--- src/dnsq_pkg.sv ---
// Shared types, codes and constants for the DNS A-record query responder.
// No dependencies; used by dnsq_parser and dns_a_query_responder_core.
package dnsq_pkg;

	typedef enum logic [2:0] {
		PH_HEADER    = 3'd0,
		PH_LABEL_LEN = 3'd1,
		PH_LABEL_BODY = 3'd2,
		PH_TAIL      = 3'd3,
		PH_SKIP_DONE = 3'd4,
		PH_SKIP_DROP = 3'd5
	} phase_t;

	typedef struct packed {
		logic [7:0] data;
		logic       last;
		logic       drop;
	} reply_item_t;

	// Configuration register indexes
	localparam logic CFG_ANSWER_ADDRESS = 1'b0;
	localparam logic CFG_MAX_RESPONSE   = 1'b1;

	localparam logic [31:0] ANSWER_ADDRESS_RESET = 32'hC0A8_0101;
	localparam logic [15:0] MAX_RESPONSE_RESET   = 16'd512;

	localparam logic [3:0] HDR_LAST_IDX = 4'd11;
	localparam logic [7:0] FLAGS_HI     = 8'h81;
	localparam logic [7:0] FLAGS_LO     = 8'h80;
	localparam logic [7:0] LABEL_MAX    = 8'd63;
	localparam logic [2:0] TAIL_LEN     = 3'd4;
	localparam int         ANSWER_LEN   = 16;
	localparam logic [3:0] ANSWER_LAST_IDX = 4'(ANSWER_LEN - 1);

	// Fixed answer record: name pointer, type A, class IN, TTL 60, rdlength 4, address
	function automatic logic [7:0] answer_byte(input logic [3:0] idx, input logic [31:0] addr);
		logic [7:0] b;
		case (idx)
			4'd0:    b = 8'hC0;
			4'd1:    b = 8'h0C;
			4'd3:    b = 8'h01;
			4'd5:    b = 8'h01;
			4'd9:    b = 8'h3C;
			4'd11:   b = 8'h04;
			4'd12:   b = addr[31:24];
			4'd13:   b = addr[23:16];
			4'd14:   b = addr[15:8];
			4'd15:   b = addr[7:0];
			default: b = 8'h00;
		endcase
		return b;
	endfunction

endpackage

--- src/dnsq_parser.sv ---
// Query parser and reply generator, uses dnsq_pkg: walks header, labels and
// QTYPE/QCLASS; one reply item per cycle with room and the 16-byte answer burst.
module dnsq_parser
	import dnsq_pkg::*;
#(
	parameter int POSITION_BITS = 16
) (
	input  logic              clk,
	input  logic              arst_n,
	input  logic              accept,
	input  logic [7:0]        query_byte,
	input  logic              query_last,
	input  logic              room,
	input  logic [31:0]       answer_address,
	input  logic [15:0]       max_response_bytes,
	output logic              push,
	output reply_item_t       item,
	output logic              busy
);

	localparam logic [POSITION_BITS-1:0] POS_MAX = {POSITION_BITS{1'b1}};

	phase_t                   phase_q, phase_d;
	logic [POSITION_BITS-1:0] pos_q, pos_d;
	logic [5:0]               label_q, label_d;
	logic                     cnt_hi_q, cnt_hi_d;
	logic [2:0]               tail_q, tail_d;
	logic                     burst_q, burst_d;
	logic [3:0]               ans_idx_q, ans_idx_d;

	logic       rej, emit, ans_start, fall, too_long;
	logic [7:0] echo;
	logic [16:0] reply_len;

	assign reply_len = 17'(pos_q) + 17'(ANSWER_LEN + 1);
	assign too_long  = (pos_q == POS_MAX) || (reply_len > {1'b0, max_response_bytes});

	// Decode the current byte against the parse phase
	always_comb begin
		rej       = 1'b0;
		fall      = 1'b0;
		ans_start = 1'b0;
		echo      = query_byte;
		case (phase_q)
			PH_HEADER: begin
				fall = 1'b1;
				case (pos_q[3:0])
					4'd0, 4'd1: echo = query_byte;
					4'd2: begin
						echo = FLAGS_HI;
						if (query_byte[7]) begin
							rej  = 1'b1;
							fall = 1'b0;
						end
					end
					4'd3: echo = FLAGS_LO;
					4'd5: begin
						echo = 8'h01;
						if (!cnt_hi_q && query_byte == 8'h00) begin
							rej  = 1'b1;
							fall = 1'b0;
						end
					end
					4'd7:    echo = 8'h01;
					default: echo = 8'h00;
				endcase
			end
			PH_LABEL_LEN: begin
				if (query_byte > LABEL_MAX) rej = 1'b1;
				else fall = 1'b1;
			end
			PH_LABEL_BODY: fall = 1'b1;
			PH_TAIL: begin
				if (tail_q == 3'd1) begin
					if (too_long) rej = 1'b1;
					else ans_start = 1'b1;
				end else begin
					fall = 1'b1;
				end
			end
			default: ;
		endcase
		// A query that ends before the question is complete is rejected
		emit = fall && !query_last;
		if (fall && query_last) rej = 1'b1;
	end

	// Next state
	always_comb begin
		phase_d   = phase_q;
		pos_d     = pos_q;
		label_d   = label_q;
		cnt_hi_d  = cnt_hi_q;
		tail_d    = tail_q;
		burst_d   = burst_q;
		ans_idx_d = ans_idx_q;
		if (burst_q && room) begin
			ans_idx_d = ans_idx_q + 4'd1;
			if (ans_idx_q == ANSWER_LAST_IDX) burst_d = 1'b0;
		end
		if (accept) begin
			case (phase_q)
				PH_HEADER: begin
					if (pos_q[3:0] == 4'd4) cnt_hi_d = (query_byte != 8'h00);
					if (pos_q[3:0] == HDR_LAST_IDX) phase_d = PH_LABEL_LEN;
				end
				PH_LABEL_LEN: begin
					if (query_byte == 8'h00) begin
						tail_d  = TAIL_LEN;
						phase_d = PH_TAIL;
					end else begin
						label_d = query_byte[5:0];
						phase_d = PH_LABEL_BODY;
					end
				end
				PH_LABEL_BODY: begin
					label_d = label_q - 6'd1;
					if (label_q == 6'd1) phase_d = PH_LABEL_LEN;
				end
				PH_TAIL: tail_d = tail_q - 3'd1;
				default: ;
			endcase
			if (emit && pos_q != POS_MAX) pos_d = pos_q + POSITION_BITS'(1);
			if (ans_start) begin
				phase_d   = PH_SKIP_DONE;
				burst_d   = 1'b1;
				ans_idx_d = 4'd0;
			end
			if (rej) phase_d = PH_SKIP_DROP;
			// End of query: start over for the next frame
			if (query_last) begin
				phase_d  = PH_HEADER;
				pos_d    = '0;
				label_d  = '0;
				cnt_hi_d = 1'b0;
				tail_d   = '0;
			end
		end
	end

	// Outputs
	always_comb begin
		push      = 1'b0;
		item.data = echo;
		item.last = 1'b0;
		item.drop = 1'b0;
		if (burst_q) begin
			push      = room;
			item.data = answer_byte(ans_idx_q, answer_address);
			item.last = (ans_idx_q == ANSWER_LAST_IDX);
		end else if (accept) begin
			if (rej) begin
				push      = 1'b1;
				item.data = 8'h00;
				item.last = 1'b1;
				item.drop = 1'b1;
			end else if (emit || ans_start) begin
				push = 1'b1;
			end
		end
	end

	assign busy = burst_q;

	always_ff @(posedge clk or negedge arst_n) begin
		if (!arst_n) begin
			phase_q   <= PH_HEADER;
			pos_q     <= '0;
			label_q   <= '0;
			cnt_hi_q  <= 1'b0;
			tail_q    <= '0;
			burst_q   <= 1'b0;
			ans_idx_q <= '0;
		end else begin
			phase_q   <= phase_d;
			pos_q     <= pos_d;
			label_q   <= label_d;
			cnt_hi_q  <= cnt_hi_d;
			tail_q    <= tail_d;
			burst_q   <= burst_d;
			ans_idx_q <= ans_idx_d;
		end
	end

endmodule

--- src/dns_a_query_responder_core.sv ---
// DNS A-record responder core: configuration registers, parser and a
// two-entry reply buffer. Depends on dnsq_pkg and dnsq_parser.
// A reply item is visible in the cycle after its query byte is accepted.
// One query byte per cycle while the reply buffer has room; after the final QCLASS
// byte the parser's answer counter drives a 16-byte burst with query input stalled.
// Reset (arst_n, async): parser back to the header phase, reply buffer empty,
// answer address 192.168.1.1, maximum reply length 512.
module dns_a_query_responder_core
	import dnsq_pkg::*;
#(
	parameter int POSITION_BITS = 16
) (
	input  logic        clk,
	input  logic        arst_n,
	input  logic        query_valid,
	output logic        query_stall,
	input  logic [7:0]  query_byte,
	input  logic        query_last,
	output logic        reply_valid,
	input  logic        reply_stall,
	output logic [7:0]  reply_byte,
	output logic        reply_last,
	output logic        reply_drop,
	input  logic        cfg_write,
	input  logic        cfg_index,
	input  logic [31:0] cfg_data
);

	logic [31:0] answer_address_q;
	logic [15:0] max_response_q;

	reply_item_t buf_q [2];
	logic        wr_ptr_q, rd_ptr_q;
	logic [1:0]  count_q;

	logic        accept, pop, push, room, busy;
	reply_item_t item;

	always_ff @(posedge clk or negedge arst_n) begin
		if (!arst_n) begin
			answer_address_q <= ANSWER_ADDRESS_RESET;
			max_response_q   <= MAX_RESPONSE_RESET;
		end else if (cfg_write) begin
			case (cfg_index)
				CFG_ANSWER_ADDRESS: answer_address_q <= cfg_data;
				CFG_MAX_RESPONSE:   max_response_q   <= cfg_data[15:0];
				default: ;
			endcase
		end
	end

	assign room        = (count_q != 2'd2);
	assign query_stall = busy || !room;
	assign accept      = query_valid && !query_stall;

	dnsq_parser #(
		.POSITION_BITS(POSITION_BITS)
	) u_parser (
		.clk                (clk),
		.arst_n             (arst_n),
		.accept             (accept),
		.query_byte         (query_byte),
		.query_last         (query_last),
		.room               (room),
		.answer_address     (answer_address_q),
		.max_response_bytes (max_response_q),
		.push               (push),
		.item               (item),
		.busy               (busy)
	);

	assign reply_valid = (count_q != 2'd0);
	assign pop         = reply_valid && !reply_stall;
	assign reply_byte  = buf_q[rd_ptr_q].data;
	assign reply_last  = buf_q[rd_ptr_q].last;
	assign reply_drop  = buf_q[rd_ptr_q].drop;

	always_ff @(posedge clk) begin
		if (push) buf_q[wr_ptr_q] <= item;
	end

	always_ff @(posedge clk or negedge arst_n) begin
		if (!arst_n) begin
			wr_ptr_q <= 1'b0;
			rd_ptr_q <= 1'b0;
			count_q  <= 2'd0;
		end else begin
			if (push) wr_ptr_q <= ~wr_ptr_q;
			if (pop) rd_ptr_q <= ~rd_ptr_q;
			case ({push, pop})
				2'b10:   count_q <= count_q + 2'd1;
				2'b01:   count_q <= count_q - 2'd1;
				default: count_q <= count_q;
			endcase
		end
	end

endmodule

--- config.mk ---
export PLATFORM = sky130hd
export DESIGN_NAME = dns_a_query_responder_core
export DESIGN_NICKNAME = d
export VERILOG_FILES = /design/src/dnsq_pkg.sv /design/src/dnsq_parser.sv /design/src/dns_a_query_responder_core.sv
export SDC_FILE = /design/constraint.sdc
export NUM_CORES = 1
export LEC_CHECK = 0
export BUFFER_PORTS_ARGS = -buffer_cell sky130_fd_sc_hd__buf_2
export CORE_ASPECT_RATIO = 0.7
export CORE_MARGIN = 1
export CORE_UTILIZATION = 35
export DETAILED_ROUTE_END_ITERATION = 16
export GPL_ROUTABILITY_DRIVEN = 0
export GPL_TIMING_DRIVEN = 0
export HOLD_SLACK_MARGIN = 0.05
export PLACE_DENSITY = 0.6
export SLEW_MARGIN = 20
export SYNTH_ARGS = -nofsm -noshare
export SYNTH_HDL_FRONTEND = slang
export SYNTH_SLANG_ARGS = --single-unit
--- constraint.sdc ---
create_clock -name clk -period 4 [get_ports clk]
set_clock_uncertainty 0.15 [all_clocks]
set_input_delay 0.4 -clock clk [delete_from_list [all_inputs] [get_ports clk]]
set_output_delay 0.4 -clock clk [all_outputs]
set_load 0.01 [all_outputs]
==> results_dict.tcl <==
set metrics [dict create \
    path_clk_slew_ns 0.07 \
    cts_buffers 9 \
    core_um2 16600 \
    tightest_slew_ns 0.925 \
    routed-wl-met2_um 6540 \
    htree_num_levels 3 \
    fin_ws_ns 0.166 \
    overflow 0 \
    cts.sinks 106 \
    cts_root_buf "clkbuf_16" \
    grt_pass1_wl_um 25400 \
    synth_cell_types 61 \
    num_rows 39 \
    wl_met1_um 7610 \
    cp-startpoint "u_parser.pos_q[0]" \
    endpoint_kind "register" \
    yosysWarningCount 0 \
    track_usage_pct 18.0 \
    start_kind "register" \
    hp-start "cfg_data[18]" \
    synth_edf_count 20 \
    cts_buffer_depth 2 \
    outcome "finished clean" \
    port_buffers 57 \
    yosysMostFrequentCell "dfrtp_1" \
    avgRoutedWirePerCell_um 17.3 \
    critPathBufInv 0 \
    drt-total-wl_um 15600 \
    synth.largest_area_cell "dfrtp_1" \
    critPathTopFamily "simple AND/OR/NAND/NOR gates" \
    cp.arrival_ns 3.92 \
    dieWidth_um 159 \
    leakagePower_uw 0.00297 \
    criticalPathCategory "register to register" \
    drc 0 \
    synth_top_area_share_pct 32.2 \
    required_ns 4.09 \
    setup_viol 0 \
    cellPowerDensity_nw_per_um2 556 \
    post_cts_buffers 0 \
    drtPass1Iterations 5 \
    max_stage_delay_ns 0.59 \
    antenna_cells 0 \
    nNetsFinal 746 \
    dominantRegCellSynth "dfrtp_1" \
    dpl.cell_count 885 \
    worstReg2RegStart "u_parser.pos_q[0]" \
    start_util_pct 36.5 \
    fin_crit_sh_pct 95.8 \
    synth_common_cells "dfrtp_1 (78), mux2_2 (58), nor2_1 (50)" \
    ir_drop_uv 257 \
    wl_met3_um 1310 \
    hold_path_class "input port to register" \
    seq_area_frac_synth_pct 45.5 \
    top_layer_used "met4" \
    crit_path_top_delay_cell "or4_1" \
    synthCells 602 \
    pre_cts_ws_ns -0.677 \
    cts_tree "yes" \
    synth.area.top_cells "dfrtp_1 (32%), mux2_2 (11%), edfxtp_1 (9.9%)" \
    insertion_delay_ns 0.35 \
    clock.fmax_ghz 0.261 \
    syn_nets 678 \
    worstPathCellList "ha_2 -> nand3_1 -> nand2b_2 -> nand2_1 -> xnor2_1 -> ha_1 -> a211oi_1 -> nor2_1 -> a2111oi_2 -> nor3_1 -> or4_1 -> a32o_1" \
    synthArstFlopShare_pct 81.1 \
    vias 4965 \
    die_height_um 112 \
    syn-cell-area_um2 6070 \
    grt_pass1_vias 4843 \
    antenna_found_initial 0 \
    grt_max_degree 59 \
    avgSynthCellArea_um2 10.1 \
    fin_crit_ns 3.83 \
    slew_violations 0 \
    path_max_fanout 8 \
    detail_route.iter0.violations 582 \
    ios 59 \
    yosys_register_bits 106 \
    max-slew-margin-rel_pct 37.5 \
    r2r_slack_ns 0.17 \
    areaGrowthSynthToFinish_pct 16.0 \
    final_cells 900 \
    hold_viol 0 \
    drive_gt1_share_pct 23.4 \
    rsz0062_at_grt "no" \
    drv_cap 0 \
    final_antenna_net_count 0 \
    vias_per_cell 5.52 \
    post-dp-hpwl_um 11900 \
    die_area_um2 17900 \
]
[worst reg2reg max path: stages, from the launching register on]
cell,delay (ns)
dfrtp_2,0.46
ha_2,0.31
nand3_1,0.20
nand2b_2,0.21
nand2_1,0.09
xnor2_1,0.19
ha_1,0.27
a211oi_1,0.24
nor2_1,0.11
a2111oi_2,0.49
nor3_1,0.16
or4_1,0.59
a32o_1,0.25
[power by group]
| group | total (µW) | internal (µW) | switching, µW | leakage (µW) |
|---|---|---|---|---|
| Clock | 951 | 529 | 421 | 0.000158 |
| Sequential | 1520 | 1380 | 143 | 0.00123 |
| Combinational | 1450 | 580 | 865 | 0.00158 |
| Total | 3920 | 2490 | 1430 | 0.00297 |
[registers in the layout, indices dropped and copies added, names as in the netlist]
register            flops
u_parser.phase_q        3
u_parser.cnt_hi_q       1
rd_ptr_q                1
max_response_q         16
u_parser.ans_idx_q      4
u_parser.label_q        6
u_parser.busy           1
u_parser.tail_q         3
buf_q                  20
count_q                 2
answer_address_q       32
wr_ptr_q                1
u_parser.pos_q         16
[path summary, 6_finish.rpt]
check                      cells past startpoint                    to
hold / removal                                 2  answer_address_q[18]
setup / recovery                              12   u_parser.phase_q[0]
setup reg to reg                              12   u_parser.phase_q[0]
hold reg to reg                                2    u_parser.tail_q[1]
min in group asynchronous                      2   u_parser.label_q[0]
max in group asynchronous                      3     max_response_q[9]
[kinds of logic after synthesis]
| group | share of synthesized area [%] |
|---|---|
| compound gates | 13.0 |
| mux | 10.9 |
| fa+ha+maj | 5.98 |
| buf+inv | 4.49 |
| xor+xnor | 4.04 |
| flops | 45.5 |
| simple gates | 16.0 |
[final cells by class]
cell class                 instances  area (µm²)
clock inverter                     5        67.6
clock buffer                      11         253
fill                            1608        9600
inverter                          36         135
timing repair buffer              59         325
tap                              225         282
sequential                       106        2760
buffer                            30         131
multi-input combinational        428        3080
[stage by stage]
step | power (µW) | setup TNS, ns | utilization (%) | area (µm²) | hold WS (ns)
6_report | 3920 | 0 | 42.3 | 7040 | 0.130
5_1_grt | 4180 | 0 | 42.3 | 7040 | 0.128
4_1_cts | 3930 | 0 | 42.2 | 7020 | 0.121
3_5_place_dp | 2960 | -9.43 | 40.1 | 6670 | 0.220
3_3_place_gp | 2900 | -5.40 | 39.9 | 6640 | 0.307
2_1_floorplan | 2520 | 0 | - | 6070 | -0.0456
[routing by layer]
metal / GRT usage, % / up-vias
met4: 3.97 / 0
met5: 0 / -
li1: - / 2314
met3: 3.95 / 14
met1: 27.1 / 2436
met2: 26.0 / 201
[layout by cell type (no fill, tap or decap), drive strengths merged, types with 3 or more instances in the layout]
| cell | instances |
|---|---|
| nor3 | 14 |
| nor2 | 50 |
| dfrtp | 78 |
| nand3b | 4 |
| and3 | 4 |
| o21ai | 34 |
| mux2 | 58 |
| clkbuf | 33 |
| nand3 | 19 |
| nor4 | 11 |
| inv | 37 |
| a211oi | 3 |
| a31oi | 3 |
| a222oi | 6 |
| a22o | 4 |
| a21oi | 30 |
| or4 | 7 |
| o31ai | 8 |
| xnor2 | 21 |
| or3 | 3 |
| nor4b | 3 |
| o21a | 3 |
| dfstp | 8 |
| nor2b | 5 |
| ha | 29 |
| xor2 | 7 |
| a41o | 3 |
| nand2b | 12 |
| nand2 | 40 |
| buf | 66 |
| edfxtp | 20 |
| clkinv | 3 |
| nand4 | 10 |
| o211ai | 5 |
| a22oi | 3 |
[timing repair]
| item | 4_1_cts | 5_1_grt |
|---|---|---|
| endpoints found under the setup margin | 26 | 20 |
| cloned | 0 | 0 |
| pin swaps | 0 | 1 |
| resized for setup | 5 | 7 |
| endpoints found under the hold margin | 28 | 0 |
| hold buffers | 1 | 0 |
No activity file was read; power rests on OpenSTA's default activity.
